$ cat src/hdl/jsu_pkg.sv
`default_nettype none
package jsu_pkg;

	// most results one item can cause: flushed surrogate (3) + 3-byte code point
	localparam int MAX_RES = 6;
	localparam int CNT_W   = 3;

	// decoder phases
	localparam logic [2:0] PH_IDLE     = 3'd0;
	localparam logic [2:0] PH_BODY     = 3'd1;
	localparam logic [2:0] PH_ESC      = 3'd2;
	localparam logic [2:0] PH_HEX      = 3'd3;
	localparam logic [2:0] PH_HELD     = 3'd4;
	localparam logic [2:0] PH_HELD_ESC = 3'd5;

	// result status codes
	localparam logic [1:0] ST_BYTE = 2'd0;
	localparam logic [1:0] ST_DONE = 2'd1;
	localparam logic [1:0] ST_ERR  = 2'd2;

	// characters of interest
	localparam logic [7:0] CH_QUOTE = 8'h22;
	localparam logic [7:0] CH_BSL   = 8'h5C;
	localparam logic [7:0] CH_SLASH = 8'h2F;
	localparam logic [7:0] CH_SPACE = 8'h20;
	localparam logic [7:0] CH_TAB   = 8'h09;
	localparam logic [7:0] CH_LF    = 8'h0A;
	localparam logic [7:0] CH_CR    = 8'h0D;
	localparam logic [7:0] CH_U     = 8'h75;

	localparam logic [15:0] HI_SUR_LO = 16'hD800;
	localparam logic [15:0] HI_SUR_HI = 16'hDBFF;
	localparam logic [15:0] LO_SUR_LO = 16'hDC00;
	localparam logic [15:0] LO_SUR_HI = 16'hDFFF;

	typedef struct packed {
		logic [7:0] data_byte;
		logic       end_of_buffer;
	} jsu_in_t;

	typedef struct packed {
		logic [7:0] out_byte;
		logic [1:0] status;
		logic       last_of_run;
	} jsu_out_t;

	typedef struct packed {
		logic [2:0]  phase;
		logic [15:0] code_accum;
		logic [2:0]  digit_count;
		logic [15:0] held_high;
		logic        held_valid;
	} jsu_state_t;

	typedef struct packed {
		logic [7:0] data;
		logic [1:0] status;
	} jsu_entry_t;

	typedef struct packed {
		logic [CNT_W-1:0]           cnt;
		jsu_entry_t [MAX_RES-1:0]   ent;
	} jsu_list_t;

	typedef struct packed {
		logic [2:0]       len;
		logic [3:0][7:0]  b;
	} jsu_utf8_t;

	function automatic jsu_utf8_t utf8_enc(input logic [20:0] cp);
		jsu_utf8_t r;
		r = '0;
		if (cp < 21'h80) begin
			r.len  = 3'd1;
			r.b[0] = {1'b0, cp[6:0]};
		end else if (cp < 21'h800) begin
			r.len  = 3'd2;
			r.b[0] = {3'b110, cp[10:6]};
			r.b[1] = {2'b10, cp[5:0]};
		end else if (cp < 21'h10000) begin
			r.len  = 3'd3;
			r.b[0] = {4'b1110, cp[15:12]};
			r.b[1] = {2'b10, cp[11:6]};
			r.b[2] = {2'b10, cp[5:0]};
		end else begin
			r.len  = 3'd4;
			r.b[0] = {5'b11110, cp[20:18]};
			r.b[1] = {2'b10, cp[17:12]};
			r.b[2] = {2'b10, cp[11:6]};
			r.b[3] = {2'b10, cp[5:0]};
		end
		return r;
	endfunction

	// {valid, nibble}
	function automatic logic [4:0] hex_val(input logic [7:0] c);
		logic [4:0] r;
		r = '0;
		if (c >= 8'h30 && c <= 8'h39)
			r = {1'b1, 4'(c - 8'h30)};
		else if (c >= 8'h61 && c <= 8'h66)
			r = {1'b1, 4'(c - 8'h57)};
		else if (c >= 8'h41 && c <= 8'h46)
			r = {1'b1, 4'(c - 8'h37)};
		return r;
	endfunction

	// {valid, byte} for a simple escape
	function automatic logic [8:0] esc_val(input logic [7:0] c);
		logic [8:0] r;
		case (c)
			CH_QUOTE: r = {1'b1, CH_QUOTE};
			CH_BSL:   r = {1'b1, CH_BSL};
			CH_SLASH: r = {1'b1, CH_SLASH};
			8'h62:    r = {1'b1, 8'h08};
			8'h66:    r = {1'b1, 8'h0C};
			8'h6E:    r = {1'b1, CH_LF};
			8'h72:    r = {1'b1, CH_CR};
			8'h74:    r = {1'b1, CH_TAB};
			default:  r = '0;
		endcase
		return r;
	endfunction

endpackage
`default_nettype wire

$ cat src/hdl/jsu_decode.sv
`default_nettype none
module jsu_decode (
	input  jsu_pkg::jsu_in_t    item,
	input  jsu_pkg::jsu_state_t cur,
	output jsu_pkg::jsu_state_t nxt,
	output jsu_pkg::jsu_list_t  lst
);
	import jsu_pkg::*;

	always_comb begin
		logic [7:0]     c;
		logic [CNT_W-1:0] n;
		logic           fail;
		logic           do_body;
		logic           do_flush;
		logic [4:0]     hx;
		logic [8:0]     ev;
		logic [15:0]    acc;
		logic [2:0]     dc;
		logic           cp_valid;
		logic [20:0]    cp;
		jsu_utf8_t      uh;
		jsu_utf8_t      uc;

		c        = item.data_byte;
		nxt      = cur;
		lst      = '0;
		n        = '0;
		fail     = 1'b0;
		do_body  = 1'b0;
		do_flush = 1'b0;
		cp_valid = 1'b0;
		cp       = '0;
		hx       = hex_val(c);
		ev       = esc_val(c);
		acc      = {cur.code_accum[11:0], hx[3:0]};
		dc       = cur.digit_count + 3'd1;
		uh       = utf8_enc({5'd0, cur.held_high});

		if (item.end_of_buffer) begin
			fail = 1'b1;
		end else begin
			unique case (cur.phase)
				PH_BODY: begin
					do_body = 1'b1;
				end
				PH_ESC, PH_HELD_ESC: begin
					if (c == CH_U) begin
						nxt.code_accum  = '0;
						nxt.digit_count = '0;
						nxt.phase       = PH_HEX;
					end else if (!ev[8]) begin
						fail = 1'b1;
					end else begin
						do_flush  = (cur.phase == PH_HELD_ESC);
						nxt.phase = PH_BODY;
					end
				end
				PH_HEX: begin
					if (!hx[4]) begin
						fail = 1'b1;
					end else if (dc < 3'd4) begin
						nxt.code_accum  = acc;
						nxt.digit_count = dc;
					end else begin
						nxt.code_accum  = '0;
						nxt.digit_count = '0;
						if (cur.held_valid && acc >= LO_SUR_LO && acc <= LO_SUR_HI) begin
							// surrogate pair: 0x10000 + (hi - D800) << 10 + (lo - DC00)
							cp             = 21'h10000 + {1'b0, cur.held_high[9:0], acc[9:0]};
							cp_valid       = 1'b1;
							nxt.held_valid = 1'b0;
							nxt.held_high  = '0;
							nxt.phase      = PH_BODY;
						end else begin
							do_flush = cur.held_valid;
							if (acc >= HI_SUR_LO && acc <= HI_SUR_HI) begin
								nxt.held_high  = acc;
								nxt.held_valid = 1'b1;
								nxt.phase      = PH_HELD;
							end else begin
								nxt.held_high  = '0;
								nxt.held_valid = 1'b0;
								cp             = {5'd0, acc};
								cp_valid       = 1'b1;
								nxt.phase      = PH_BODY;
							end
						end
					end
				end
				PH_HELD: begin
					if (c == CH_BSL) begin
						nxt.phase = PH_HELD_ESC;
					end else begin
						nxt.phase = PH_BODY;
						do_flush  = 1'b1;
						do_body   = 1'b1;
					end
				end
				default: begin
					// idle and unused codes
					if (c == CH_SPACE || c == CH_TAB || c == CH_LF || c == CH_CR) begin
						nxt.phase = PH_IDLE;
					end else if (c == CH_QUOTE) begin
						nxt       = '0;
						nxt.phase = PH_BODY;
					end else begin
						fail = 1'b1;
					end
				end
			endcase
		end

		// pending high surrogate goes out first as three bytes
		if (do_flush) begin
			for (int k = 0; k < 3; k++) begin
				lst.ent[n] = {uh.b[k], ST_BYTE};
				n = n + 3'd1;
			end
			nxt.held_high  = (nxt.phase == PH_HELD) ? nxt.held_high : 16'd0;
			nxt.held_valid = (nxt.phase == PH_HELD);
		end

		if ((cur.phase == PH_ESC || cur.phase == PH_HELD_ESC) && !do_body && ev[8]
				&& c != CH_U && !fail && !item.end_of_buffer) begin
			lst.ent[n] = {ev[7:0], ST_BYTE};
			n = n + 3'd1;
		end

		uc = utf8_enc(cp);
		if (cp_valid) begin
			for (int k = 0; k < 4; k++) begin
				if (3'(k) < uc.len) begin
					lst.ent[n] = {uc.b[k], ST_BYTE};
					n = n + 3'd1;
				end
			end
		end

		if (do_body) begin
			if (c == CH_QUOTE) begin
				nxt        = '0;
				lst.ent[n] = {8'd0, ST_DONE};
				n = n + 3'd1;
			end else if (c == CH_BSL) begin
				nxt.phase = PH_ESC;
			end else if (c < CH_SPACE) begin
				fail = 1'b1;
			end else begin
				nxt.phase  = PH_BODY;
				lst.ent[n] = {c, ST_BYTE};
				n = n + 3'd1;
			end
		end

		lst.cnt = n;
		if (fail) begin
			nxt        = '0;
			lst        = '0;
			lst.ent[0] = {8'd0, ST_ERR};
			lst.cnt    = 3'd1;
		end
	end

endmodule
`default_nettype wire

$ cat src/hdl/jsu_result_buf.sv
`default_nettype none
module jsu_result_buf (
	input  logic               clk,
	input  logic               arst_n,
	input  logic               load,
	input  jsu_pkg::jsu_list_t lst,
	output logic               free,
	output logic               result_valid,
	input  logic               result_stall,
	output jsu_pkg::jsu_out_t  result_item
);
	import jsu_pkg::*;

	jsu_entry_t [MAX_RES-1:0] ent_q;
	logic [CNT_W-1:0]         cnt_q;
	logic                     pop;

	assign result_valid = (cnt_q != '0);
	assign pop          = result_valid && !result_stall;
	assign free         = !result_valid || (cnt_q == CNT_W'(1) && pop);

	assign result_item.out_byte    = ent_q[0].data;
	assign result_item.status      = ent_q[0].status;
	assign result_item.last_of_run = (cnt_q == CNT_W'(1));

	always_ff @(posedge clk or negedge arst_n) begin
		if (!arst_n) begin
			cnt_q <= '0;
		end else if (load) begin
			cnt_q <= lst.cnt;
		end else if (pop) begin
			cnt_q <= cnt_q - CNT_W'(1);
		end
	end

	always_ff @(posedge clk) begin
		if (load) begin
			ent_q <= lst.ent;
		end else if (pop) begin
			for (int k = 0; k < MAX_RES - 1; k++)
				ent_q[k] <= ent_q[k+1];
		end
	end

endmodule
`default_nettype wire

$ cat src/hdl/json_string_unescape_utf8.sv
`default_nettype none
// Channel   Direction  Handshake                   Payload
// byte      in         byte_valid / byte_stall     byte_item   (data_byte, end_of_buffer)
// result    out        result_valid / result_stall result_item (out_byte, status, last_of_run)
//
// An accepted byte is held in the input register; the decode logic then
// updates the string state and loads zero to six result items into the result buffer.
// Items that give one result (or none) flow at one per cycle while result_stall is low; an
// item with several results keeps the result side busy until they have drained, so a
// following item with results waits in the input register, with byte_stall high meanwhile.
// Reset (arst_n low) returns to idle, awaiting an opening quote, with an empty buffer.
// result_stall holds the buffer head; a waiting item with results then raises byte_stall.
module json_string_unescape_utf8 (
	input  logic              clk,
	input  logic              arst_n,
	input  logic              byte_valid,
	output logic              byte_stall,
	input  jsu_pkg::jsu_in_t  byte_item,
	output logic              result_valid,
	input  logic              result_stall,
	output jsu_pkg::jsu_out_t result_item
);
	import jsu_pkg::*;

	// input register
	logic       valid_s1;
	jsu_in_t    item_s1;

	// string decoder state
	jsu_state_t state_q;
	jsu_state_t state_nxt;
	jsu_list_t  dec_lst;

	logic buf_free;
	logic adv;
	logic accept;

	jsu_decode u_decode (
		.item (item_s1),
		.cur  (state_q),
		.nxt  (state_nxt),
		.lst  (dec_lst)
	);

	// the registered item retires once its results have somewhere to go;
	// an item with no results (whitespace, backslash, hex digit) never waits
	assign adv        = valid_s1 && (dec_lst.cnt == '0 || buf_free);
	assign byte_stall = valid_s1 && !adv;
	assign accept     = byte_valid && !byte_stall;

	always_ff @(posedge clk or negedge arst_n) begin
		if (!arst_n) begin
			valid_s1 <= 1'b0;
			state_q  <= '0;
		end else begin
			if (accept)
				valid_s1 <= 1'b1;
			else if (adv)
				valid_s1 <= 1'b0;
			if (adv)
				state_q <= state_nxt;
		end
	end

	always_ff @(posedge clk) begin
		if (accept)
			item_s1 <= byte_item;
	end

	jsu_result_buf u_result_buf (
		.clk          (clk),
		.arst_n       (arst_n),
		.load         (adv && dec_lst.cnt != '0),
		.lst          (dec_lst),
		.free         (buf_free),
		.result_valid (result_valid),
		.result_stall (result_stall),
		.result_item  (result_item)
	);

endmodule
`default_nettype wire
$ cat config.mk
export PLATFORM = sky130hd
export DESIGN_NAME = json_string_unescape_utf8
export DESIGN_NICKNAME = d
export VERILOG_FILES = /design/src/hdl/jsu_pkg.sv /design/src/hdl/jsu_decode.sv /design/src/hdl/jsu_result_buf.sv /design/src/hdl/json_string_unescape_utf8.sv
export SDC_FILE = /design/constraint.sdc
export NUM_CORES = 1
export LEC_CHECK = 0
export ABC_AREA = 1
export BUFFER_PORTS_ARGS = -buffer_cell sky130_fd_sc_hd__buf_2
export CELL_PAD_IN_SITES_DETAIL_PLACEMENT = 1
export CELL_PAD_IN_SITES_GLOBAL_PLACEMENT = 1
export CORE_MARGIN = 1
export CORE_UTILIZATION = 45
export CTS_CLUSTER_SIZE = 14
export DETAILED_ROUTE_END_ITERATION = 7
export PLACE_DENSITY = 0.83
export SYNTH_ARGS = -nofsm -noshare
export SYNTH_HDL_FRONTEND = slang
export SYNTH_SLANG_ARGS = --single-unit
$ cat constraint.sdc
create_clock -name clk -period 16.29 [get_ports clk]
set_input_delay 1.629 -clock clk [delete_from_list [all_inputs] [get_ports clk]]
set_output_delay 1.629 -clock clk [all_outputs]
set_load 0.02 [all_outputs]
; ---- Word-level counts from Yosys, hierarchy flattened
; Cells that the tools add are included.
[classes]
addsub = 12
n_mul = 0
n_div = 0
order_cmp = 33
n_eq_ne = 21
shifts = 0
mux = 130
n_bitwise = 3
n_reduce_logical = 44
[op_table]
columns = op, n
row1 = $mux 60, 13
row2 = $bwmux 60, 6
row3 = $mux 39, 5
row4 = $demux 10 s3, 6
row5 = $mux 21, 5
row6 = $mux 50, 2
row7 = $mux 3, 28
row8 = $mux 16, 5
row9 = $mux 36, 2
row10 = $pmux 9 s8, 1
row11 = $mux 17, 4
row12 = $mux 63, 1
row13 = $mux 10, 6
row14 = $pmux 19 s3, 1
row15 = $eq 8x7->1 const B, 7
row16 = $and 54x54->54, 1
row17 = $not 54->54, 1
row18 = $mux 19, 2
row19 = $pmux 17 s2, 1
row20 = $ge 16x16->1 const B, 2
row21 = $le 16x16->1 const B, 2
row22 = $mux 8, 4
row23 = $mux 30, 1
row24 = $mux 1, 26
row25 = other kinds (46), 111
[totals]
reg_bits = 112
latchBits = 0
mem_bits_rw = 0
romBits = 0
in_bits = 13
output_inout_bits = 13
mem_count = 0

; ---- Logic depth before layout (Yosys ltp)
; Gate-level depths: netlist of run 1.
[depth]
ltp_word = 47
ltp_mapped = 42
mapped_depth_nobuf = 39

; ---- Hierarchy
; A second synthesis of run 1 with hierarchy kept.
[unflattened]
cells_unflattened = 1786
hier_area_um2 = 11134.4
[by_module_without_submodules]
columns = mod, n_inst, cells_per_inst, area_per_inst_um2, seq_area_each_um2
row1 = jsu_decode, 1, 1328, 6472.5, 0.0
row2 = jsu_result_buf, 1, 265, 2762.6, 1876.8
row3 = json_string_unescape_utf8, 1, 193, 1899.3, 1271.2

; ---- Worst setup path before layout of run 1
; No wires, ideal clock.
[synth_path]
path_kind = register -> output
startpoint = register item_s1[1] in the netlist's numbering
endpoint = output byte_stall
arrival_ps = 4752
t_required_ps = 14661
setup_slack_ps = 9909
stages_incl_launch_ff = 38
n_path_buf = 2
path_cell_list = edfxtp_1 -> clkinv_1 -> ha_1 -> nand3b_1 -> nand3_4 -> nand2_4 -> nand2_4 -> nor2_4 -> nand3_1 -> nand3_1 -> nand2_2 -> inv_1 -> buf_2 -> ha_1 -> clkbuf_1 -> inv_1 -> nand3_1 -> nand2_1 -> [2 not listed] -> nand2_1 -> nand2_2 -> ha_1 -> nor2_1 -> nor2_1 -> nand2_2 -> nand2_2 -> ha_1 -> inv_1 -> nor2_1 -> inv_1 -> nand2_1 -> nand3_2 -> nand2_2 -> inv_2 -> nand2_4 -> nand3_1 -> inv_1
[synth_between]
elab_chain_cells = 40
word_cells_on_any_way = 118
cone_classes = add/sub: 10 / order compare: 18 / eq/ne: 14 / mux: 55 / reduce/logical: 21
[synth_rtl]
columns = item, line
row1 = start: declaration, json_string_unescape_utf8.sv:27  ; jsu_in_t item_s1;
row2 = start signal: assignment, json_string_unescape_utf8.sv:67  ; item_s1 <= byte_item;
row3 = $ge 8x7->1 / $le 8x7->1 (equally long branches), jsu_pkg.sv:103  ; else if (c >= 8'h41 && c <= 8'h46)
row4 = $logic_and 1x1->1, jsu_pkg.sv:103
row5 = $mux 5, jsu_pkg.sv:103
row6 = $mux 5, jsu_pkg.sv:101  ; else if (c >= 8'h61 && c <= 8'h66)
row7 = $mux 5, jsu_pkg.sv:99  ; if (c >= 8'h30 && c <= 8'h39)
row8 = "$ge 16x16->1, or another cell as far along", jsu_decode.sv:77  ; if (acc >= HI_SUR_LO && acc <= HI_SUR_HI) begin
row9 = $logic_and 1x1->1 (on tied branches), "jsu_decode.sv:77, jsu_decode.sv:68"
row10 = $mux 16 / $logic_and 1x1->1 (equally long branches), "jsu_decode.sv:77, jsu_decode.sv:68"
row11 = [24 not listed], --
row12 = $mux 3, jsu_decode.sv:141  ; if (c == CH_QUOTE) begin
row13 = $mux 3, jsu_decode.sv:140  ; if (do_body) begin
row14 = $mux 63 *, jsu_decode.sv:157  ; if (fail) begin
row15 = $logic_not 3->1 *, json_string_unescape_utf8.sv:47  ; assign adv = valid_s1 && (dec_lst.cnt == '0 || buf_free);
row16 = $logic_or 1x1->1 *, json_string_unescape_utf8.sv:47
row17 = $logic_and 1x1->1 *, json_string_unescape_utf8.sv:47
row18 = $logic_not 1->1 *, json_string_unescape_utf8.sv:48  ; assign byte_stall = valid_s1 && !adv;
row19 = $logic_and 1x1->1 *, json_string_unescape_utf8.sv:48
row20 = end: declaration, json_string_unescape_utf8.sv:17  ; output logic byte_stall,
; Mark *: on every way between the ends. The rest lies on a longest branch, timed or not. The select of a mux whose other input is x is not followed.

; ---- Worst setup path after layout of run 1
; Same ends and word-level chain as after synthesis.

==> qor.csv, run 1 <==
stage,metric,value,unit
power,p_leak,0.00511,uW
floorplanning,dieWidth,154,um
routing,viasPerCell,6.22,
synthesis,muxShareOfSynthArea,0,%
global_routing,grt_pass1_vias,11781,
floorplanning,placementRows,55,
place,gp_congestion,1.10,
hold_path,hold_path_depth,2,
timing,fin_crit_sh,51.6,%
critical_path,crit_slowest_cell,nor2_1,
global_routing,grt_pass1_wl,70300,um
critical_path,worstPathArrival,6.77,ns
cts,clockRootBuffer,clkbuf_16,
timing,tightestPinTransition,1.42,ns
timing,rsz0062_at_grt,false,
synthesis,ys_warn_count,0,
timing,max-slew-margin-rel,4.21,%
synthesis,syn_inst,1663,
cts,clk_latency,0.37,ns
cts,cts-resized-gates,0,
synthesis,yosys.area_share.xor_xnor,0.591,%
power,power_density,99.9,nW/um^2
place,placement.io_buffers,25,
critical_path,slowest_delay,0.70,ns
timing,fmax,119,MHz
routing,wl,46100,um
cells_and_area,layout_common_cells,"nand2_1, inv_1, nand3_1",
cells_and_area,post-route-util,47.9,%
critical_path,start_kind,register,
cells_and_area,final_nets,1675,
critical_path,path_depth,34,
synthesis,synthSimpleGateAreaFrac,37.8,%
synthesis,synthTopCellsByArea,"nand2_1, edfxtp_1, dfrtp_1",
cts,numCtsBuffers,9,
timing,hold_violations,0,
synthesis,synth_top_family_by_area,simple AND/OR/NAND/NOR gates,
synthesis,synth-edff-count,64,
cts,cts_tree,built,
timing,fin_skew,0.0134,ns
synthesis,synthArstFlopShare,37.9,%
critical_path,crit_family,simple AND/OR/NAND/NOR gates,
hold_path,worstHoldPathType,register to register,
global_routing,antenna_found_initial,1,
cts,clkTransAtPathRegs,0.08,ns
cells_and_area,drive_gt1_share,7.90,%
timing,drv_slew,0,
synthesis,synthFlopType,edfxtp_1,
global_routing,grt_max_degree,68,
timing,fin_crit,8.40,ns
global_routing,track_usage,39.5,%
synthesis,yosys.area_share.adder,2.53,%
synthesis,yosysSeqAreaShare,27.9,%
place,place_hpwl,35400,um
synthesis,avgSynthCellArea,6.24,sq um
cts,cts_buffer_depth,2,
floorplanning,die_h,154,um
routing,route.detailed.drc,0,
floorplanning,io_pins,26,
routing,wl_per_cell,23.9,um
cells_and_area,final_common_cell,nand2_1,
synthesis,ys_seq_elements,103,
critical_path,end_kind,output port,
routing,antenna_left,0,
job,cap_violations,0,
floorplanning,design.core.area,22600,sq um
run_status,outcome,"finished, final reports clean",
critical_path,cp_max_fo,62,
critical_path,critPathBufInv,8,
synthesis,syn_nets,1697,
routing,num_vias,12015,
cts,postCtsHoldBufs,0,
critical_path,required,14.66,ns
cts,cts.sinks,103,
floorplanning,die_area,23700,sq um
synthesis,yosysTopAreaCellShare,18.9,%
synthesis,synth-compound-area-share,20.2,%
routing,drt_iter0_drc,1009,
power,peakVddDrop,127,uV
critical_path,reg2regPathDepth,33,
routing,firstDrtPassIters,5,
critical_path,setup.worst_path.class,register to output port,
synthesis,syn_area,10400,sq um
cells_and_area,syn2layout_area_growth,4.56,%
cells_and_area,fill_cells,3156,
global_routing,gr-total-overflow,0,
timing,setup_tns,0,ns
place,placed_cell_area,10600,sq um
floorplanning,initial_core_util,45.8,%
cts,cts_setup_buffers,0,
cts,h-tree-depth,3,
cells_and_area,antenna_cells,0,
synthesis,ys_types,55,
timing,setup_viol,0,
synthesis,yosysTopAreaCell,nand2_1,
critical_path,crit_top_cell,nor2_1,
cells_and_area,final_area,10800,sq um
==> Yosys cell counts, types with 4 or more instances <==
master	count
a21oi_1	67
a22oi_1	6
a31oi_1	4
buf_2	13
buf_4	11
buf_6	7
clkbuf_1	37
clkinv_1	4
dfrtp_1	39
edfxtp_1	64
ha_1	21
inv_1	174
inv_2	22
nand2_1	522
nand2_2	12
nand2_4	4
nand3_1	165
nand3_2	6
nand3_4	4
nand4_1	19
nor2_1	114
nor2_2	11
nor2_4	4
nor3_1	9
nor4_1	5
o211ai_1	24
o21ai_0	147
o21ai_1	67
o221ai_1	8
o22ai_1	25
o31ai_1	6
xor2_1	6
==> kinds of logic (layout without fill, tap and decap cells) <==
group	after synthesis	count (layout)
flops	103	103
simple gates	889	889
fa+ha+maj	21	21
xor+xnor	7	7
buf+inv	270	253
compound gates	373	373
==> per-stage QoR <==
step	total power [uW]	hold slack (ns)	setup slack [ns]	instances
after floorplan	765	0.449	9.91	1663
after global placement	842	0.496	8.63	1915
after detailed placement	864	0.481	8.29	1915
after CTS	1080	0.508	7.97	1931
after global routing	1140	0.520	7.41	1931
final	1080	0.505	7.89	1931
==> path summary, 6_finish.rpt <==
kind / from / to / slack, ns
max: item_s1[1] / byte_stall / 7.89
min: u_result_buf.cnt_q[1] / u_result_buf.cnt_q[1] / 0.50
max reg2reg: item_s1[1] / u_result_buf.ent_q[25] / 8.21
min reg2reg: u_result_buf.cnt_q[1] / u_result_buf.cnt_q[1] / 0.50
max in group asynchronous: arst_n / state_q[11] / 14.28
min in group asynchronous: arst_n / valid_s1 / 1.40
==> power breakdown <==
part / internal [uW] / switching (uW)
Sequential: 407 / 38.8
Clock: 105 / 115
Combinational: 96.1 / 322
Total: 608 / 476
==> worst reg2reg max path, delay by kind of cell, from the launching register on <==
| family | cells | cell delay (ns) |
|---|---|---|
| and+or+nand+nor | 23 | 5.05 |
| buffers and inverters | 6 | 1.09 |
| adders and majority gates | 4 | 1.06 |
| DFF | 1 | 0.46 |
==> per-layer routing <==
metal / up-vias / global-route usage (%) / share of wire [%]
met5: - / 0 / 0.028
met4: 2 / 18.7 / 4.6
met3: 124 / 5.05 / 6.4
met2: 490 / 64.3 / 46
met1: 5889 / 52.0 / 43
li1: 5510 / - / -
==> final cells by class <==
type | count | area [sq um] | share of cell area (%)
tap | 285 | 357 | 3.29
clock buffer | 10 | 229 | 2.11
clock inverter | 6 | 46.3 | 0.427
inverter | 202 | 763 | 7.04
multi-input combinational | 1290 | 6350 | 58.6
timing repair buffer | 35 | 200 | 1.85
sequential | 103 | 2900 | 26.7
==> sequential cells by signal, indices dropped and copies added (netlist names) <==
register                  count
u_result_buf.ent_q           45
state_q                      35
u_result_buf.result_item     10
item_s1                       9
u_result_buf.cnt_q            3
valid_s1                      1
No activity file was read; power rests on OpenSTA's default activity.
==> inputs of run 2 (changes only) <==
--- a/config.mk
+++ b/config.mk
@@ -5,15 +5,15 @@
 export SDC_FILE = /design/constraint.sdc
 export NUM_CORES = 1
 export LEC_CHECK = 0
-export ABC_AREA = 1
+export ABC_AREA = 0
 export BUFFER_PORTS_ARGS = -buffer_cell sky130_fd_sc_hd__buf_2
 export CELL_PAD_IN_SITES_DETAIL_PLACEMENT = 1
 export CELL_PAD_IN_SITES_GLOBAL_PLACEMENT = 1
 export CORE_MARGIN = 1
-export CORE_UTILIZATION = 45
+export CORE_UTILIZATION = 44
 export CTS_CLUSTER_SIZE = 14
 export DETAILED_ROUTE_END_ITERATION = 7
-export PLACE_DENSITY = 0.83
+export PLACE_DENSITY = 0.8
 export SYNTH_ARGS = -nofsm -noshare
 export SYNTH_HDL_FRONTEND = slang
 export SYNTH_SLANG_ARGS = --single-unit
==> constraint.sdc (replaced) <==
create_clock -name clk -period 7.59 [get_ports clk]
set_input_delay 0.759 -clock clk [delete_from_list [all_inputs] [get_ports clk]]
set_output_delay 0.759 -clock clk [all_outputs]
set_load 0.02 [all_outputs]
==> qor.csv, run 2 <==
stage,metric,value,unit
synthesis,synth.most_common_cell,nand2_1,
critical_path,rrSetupSlack,0.21,ns
routing,num_vias,10318,
hold_path,whs_endpoint,state_q[13],
critical_path,worstPathArrival,6.74,ns
place,gp_congestion,1.04,
cts,cts.sinks,103,
floorplanning,die_area,22000,sq um
cts,clockRootBuffer,clkbuf_16,
critical_path,rr_startpoint,item_s1[2],
power,power_density,221,nW/um^2
place,place_ws,0.293,ns
hold_path,hp-start,state_q[13],
cells_and_area,largest_register_ffs,45,
timing,hold_violations,0,
routing,firstDrtPassIters,5,
cells_and_area,final_nets,1178,
global_routing,track_usage,40.7,%
timing,setup_viol,0,
global_routing,grt_max_degree,49,
hold_path,hold_path_depth,1,
synthesis,yosysTopAreaCellShare,20.4,%
global_routing,grt_pass1_vias,9811,
synthesis,synthTopCellsByArea,"edfxtp_1, dfrtp_1, o21ai_0",
critical_path,required,6.83,ns
cts,clk_latency,0.37,ns
synthesis,syn_nets,1185,
hold_path,worstHoldPathType,register to register,
floorplanning,initial_core_util,44.9,%
critical_path,crit_family,compound AO/OA/AOI/OAI gates,
routing,viasPerCell,7.25,
synthesis,yosysTopAreaCell,edfxtp_1,
synthesis,synthArstFlopShare,37.9,%
critical_path,cp_max_fo,10,
place,dpl.cell_count,1406,
critical_path,crit_top_cell,ha_1,
synthesis,syn_inst,1151,
floorplanning,dieWidth,148,um
synthesis,synthFlopType,edfxtp_1,
cells_and_area,layout_common_cells,"nand2_1, nor2_1, o21ai_0",
routing,wl,44400,um
synthesis,ys_warn_count,0,
timing,max-slew-margin-rel,3.06,%
cells_and_area,finalNonFillerCells,1424,
job,cap_violations,0,
timing,fin_skew,0.00636,ns
floorplanning,io_pins,26,
timing,finalWorstSetupSlack,0.0932,ns
synthesis,yosysSeqAreaShare,30.7,%
timing,tightestPinTransition,1.44,ns
global_routing,grtUsageMet1,56.2,%
cts,cts_buffer_depth,2,
timing,drv_slew,0,
global_routing,grt.busiest_layer,met2,
floorplanning,die_h,148,um
place,place_hpwl,33200,um
routing,route.detailed.drc,0,
global_routing,use_met2,60.1,%
synthesis,ys_types,99,
critical_path,critPathBufInv,4,
power,fin_total_pwr,2250,uW
critical_path,reg2regPathDepth,25,
global_routing,use_met3,8.04,%
timing,rsz0062_at_grt,true,
cells_and_area,drive_gt1_share,12.4,%
synthesis,ys_seq_elements,103,
routing,antenna_left,0,
cts,h-tree-depth,3,
critical_path,setup.worst_path.class,register to output port,
synthesis,synth-edff-count,64,
place,placement.io_buffers,25,
cells_and_area,syn2layout_area_growth,8.08,%
cts,numCtsBuffers,9,
floorplanning,design.core.area,21000,sq um
floorplanning,placementRows,53,
run_status,outcome,"finished, final reports clean",
synthesis,avgSynthCellArea,8.19,sq um
power,p_leak,0.00380,uW
critical_path,start_kind,register,
critical_path,end_kind,output port,
cells_and_area,antenna_cells,0,
timing,hold_slack,0.511,ns
cts,postCtsHoldBufs,0,
synthesis,syn_area,9430,sq um
synthesis,synthTopCellsByCount,"nand2_1, nor2_1, o21ai_0, a21oi_1, edfxtp_1",
cts,clkTransAtPathRegs,0.08,ns
cts,cts_tree,built,
global_routing,antenna_found_initial,1,
timing,fin_crit_sh,98.8,%
critical_path,slowest_delay,0.49,ns
timing,fin_crit,7.50,ns
critical_path,crit_slowest_cell,edfxtp_1,
global_routing,gr-total-overflow,0,
timing,fmax,133,MHz
routing,wl_per_cell,31.2,um
timing,setup_tns,0,ns
critical_path,r2r-end,u_result_buf.ent_q[26],
routing,drt_iter0_drc,1135,
cells_and_area,final_common_cell,nand2_1,
global_routing,grt_pass1_wl,65300,um
cells_and_area,largest-register,u_result_buf.ent_q,
power,peakVddDrop,170,uV
[run 2: changes by cell type after synthesis, moves of 16 or more]
cell | before | now
nand3_1 | 165 | 53
a211oi_1 | 2 | 21
a31oi_1 | 4 | 20
nand2_1 | 522 | 105
a22o_1 | 0 | 41
nand2b_1 | 0 | 16
and3_1 | 1 | 20
inv_1 | 174 | 26
o21ai_0 | 147 | 83
a21o_1 | 0 | 17
o21ai_1 | 67 | 2
inv_2 | 22 | 1
nor3_1 | 9 | 46
o22ai_1 | 25 | 7
[run 2: area by class of cell]
type | instances | area, sq um
tap | 275 | 344
fill | 2531 | 10800
timing repair buffer | 71 | 474
multi-input combinational | 931 | 6060
clock inverter | 7 | 85.1
clock buffer | 9 | 225
inverter | 28 | 108
sequential | 103 | 2900
[run 2: kinds of logic after synthesis]
kind of cell               synth area share (%)
and+or+nand+nor                            24.3
muxes                                      1.78
DFF                                        30.7
AOI/OAI and AO/OA                          33.6
buffers and inverters                      5.65
xor gates and xnor gates                   1.13
adders and majority gates                  2.79
[run 2: repair_timing]
item	in CTS	in global routing
setup endpoints to repair	1	20
resized for setup	3	4
pin swaps	0	1
buffers inserted	0	2
[run 2: report_power, final]
group	internal (uW)	total [uW]	switching (uW)	leakage, uW
Sequential	869	967	97.5	0.00117
Combinational	248	780	533	0.00248
Clock	237	505	268	0.000146
[run 2: layer usage]
| layer | share of wire [%] | vias to the layer above |
|---|---|---|
| li1 | - | 4450 |
| met1 | 42 | 5138 |
| met2 | 43 | 601 |
| met3 | 9.9 | 127 |
| met4 | 5.6 | 2 |
| met5 | 0.025 | - |
[run 2: how the worst max path moves through the flow]
stage,cells after the start,end,start
floorplan,31,u_result_buf.ent_q[10],item_s1[1]
global placement,27,u_result_buf.ent_q[47],item_s1[1]
detailed placement,26,u_result_buf.ent_q[34],item_s1[1]
CTS,25,byte_stall,item_s1[2]
global route,27,byte_stall,item_s1[1]
finish,25,byte_stall,item_s1[2]
[run 2: stage by stage]
step | area, sq um | utilization, %
after global routing | 10200 | 48.5
final | 10200 | 48.5
after CTS | 10200 | 48.3
after global placement | 9840 | 46.8
after detailed placement | 9840 | 46.8
after floorplan | 9450 | -
==> inputs of run 3 (changes only) <==
--- a/config.mk
+++ b/config.mk
@@ -10,10 +10,12 @@
 export CELL_PAD_IN_SITES_DETAIL_PLACEMENT = 1
 export CELL_PAD_IN_SITES_GLOBAL_PLACEMENT = 1
 export CORE_MARGIN = 1
-export CORE_UTILIZATION = 44
+export CORE_UTILIZATION = 45
+export CTS_BUF_LIST = sky130_fd_sc_hd__clkbuf_8
 export CTS_CLUSTER_SIZE = 14
 export DETAILED_ROUTE_END_ITERATION = 7
-export PLACE_DENSITY = 0.8
+export PLACE_DENSITY = 0.81
 export SYNTH_ARGS = -nofsm -noshare
 export SYNTH_HDL_FRONTEND = slang
 export SYNTH_SLANG_ARGS = --single-unit
+export TNS_END_PERCENT = 50
==> qor.csv, run 3 (same netlist as run 2, synthesis figures left out) <==
stage,metric,value,unit
run_status,outcome,"finished, final reports clean",
timing,drv_slew,0,
power,power_density,212,nW/um^2
cts,postCtsHoldBufs,0,
cts,h-tree-depth,3,
critical_path,start_kind,register,
global_routing,grt_pass1_wl,66700,um
critical_path,rrSetupSlack,0.42,ns
cells_and_area,layout_common_cells,"nand2_1, nor2_1, o21ai_0",
critical_path,crit_slowest_cell,edfxtp_1,
routing,wl_per_cell,31.0,um
cells_and_area,final_area,10200,sq um
cts,clockRootBuffer,clkbuf_8,
cts,clkTransAtPathRegs,0.13,ns
floorplanning,die_area,21500,sq um
critical_path,crit_end,byte_stall,
floorplanning,initial_core_util,46.3,%
place,place_hpwl,33000,um
routing,viasPerCell,7.30,
cells_and_area,largest_register_ffs,45,
timing,setup_viol,0,
critical_path,cp-startpoint,item_s1[2],
floorplanning,dieWidth,147,um
global_routing,track_usage,42.0,%
place,gp_congestion,1.02,
timing,fin_crit,7.27,ns
power,peakVddDrop,163,uV
floorplanning,design.core.area,20400,sq um
critical_path,cp_max_fo,7,
cells_and_area,largest-register,u_result_buf.ent_q,
timing,tightestPinTransition,1.41,ns
timing,max-slew-margin-rel,5.28,%
floorplanning,io_pins,26,
global_routing,antenna_found_initial,1,
critical_path,reg2regPathDepth,29,
timing,hold_slack,0.480,ns
floorplanning,die_h,147,um
place,dpl.cell_count,1400,
critical_path,rr_startpoint,item_s1[2],
floorplanning,placementRows,52,
timing,fin_crit_sh,95.8,%
cells_and_area,drive_gt1_share,14.0,%
routing,drt_iter0_drc,1476,
routing,route.detailed.drc,0,
critical_path,setup.worst_path.class,register to output port,
cts,cts_buffer_depth,2,
critical_path,worstPathArrival,6.51,ns
cells_and_area,syn2layout_area_growth,8.36,%
global_routing,grt_pass1_vias,10297,
cts,cts_tree,built,
cts,clk_latency,0.41,ns
routing,firstDrtPassIters,5,
critical_path,crit_top_cell,ha_1,
routing,num_vias,10484,
routing,wl,44600,um
cells_and_area,antenna_cells,0,
critical_path,slowest_delay,0.50,ns
timing,fin_skew,0.0109,ns
place,placed_cell_area,9830,sq um
job,cap_violations,0,
power,p_leak,0.00384,uW
power,fin_total_pwr,2170,uW
timing,hold_violations,0,
cells_and_area,final_common_cell,nand2_1,
cells_and_area,final_nets,1196,
routing,antenna_left,0,
cts,cts.sinks,103,
critical_path,required,6.83,ns
place,placement.io_buffers,25,
global_routing,grt_max_degree,60,
critical_path,r2r-end,u_result_buf.ent_q[13],
global_routing,gr-total-overflow,0,
cells_and_area,post-route-util,50.2,%
hold_path,worstHoldPathType,input port to asynchronous set/reset pin,
cts,numCtsBuffers,9,
timing,fmax,138,MHz
cells_and_area,finalNonFillerCells,1437,
critical_path,end_kind,output port,
## run 3: cell type report
type | instances | area, sq um
clock inverter | 7 | 81.3
timing repair buffer | 89 | 606
clock buffer | 9 | 124
tap | 270 | 338
inverter | 28 | 108
sequential | 103 | 2900
multi-input combinational | 931 | 6060
fill | 2533 | 10100
## run 3: per-stage QoR
| stage | TNS, ns | worst slack (ns) |
|---|---|---|
| final | 0 | 0.321 |
| after global routing | -0.0762 | -0.0762 |
| after CTS | 0 | 0.0400 |
| after detailed placement | 0 | 0.141 |
| after global placement | 0 | 0.388 |
| after floorplan | 0 | 0.0557 |
## run 3: per-layer routing
metal / track usage [%] / vias to the layer above / part of all wire, %
li1: - / 4491 / -
met4: 23.1 / 0 / 6.7
met2: 63.4 / 683 / 43
met5: 0 / - / 0
met3: 7.52 / 167 / 10
met1: 56.8 / 5143 / 40
## run 3: worst min path at each step
stage	cells past startpoint	slack (ns)	endpoint
5_1_grt	1	0.51	item_s1[3]
4_1_cts	1	0.51	item_s1[3]
3_3_place_gp	1	0.49	state_q[13]
2_1_floorplan	0	0.46	state_q[0]
3_5_place_dp	1	0.50	state_q[13]
6_report	1	0.48	state_q[31]
## run 3: what timing repair did
item	in CTS	in global routing
pin swaps	1	2
gates resized for setup	5	5
endpoints found under the setup margin	1	31
setup buffers	12	9
## run 3: report_power, final
group	switching [uW]	leakage [uW]	total (uW)	internal (uW)
combinational	554	0.00256	824	269
clock	261	0.000103	394	133
sequential	81.3	0.00117	949	868
total	897	0.00384	2170	1270
## run 3: worst max-delay path, delay by kind of cell (launching register included)
| family | cells | cell delay [ns] |
|---|---|---|
| multiplexers | 1 | 0.44 |
| adder cells (fa/ha/maj) | 5 | 1.25 |
| AO/OA/AOI/OAI | 12 | 2.25 |
| flip-flops | 1 | 0.50 |
| buffers and inverters | 6 | 0.76 |
| AND/OR/NAND/NOR | 4 | 0.88 |
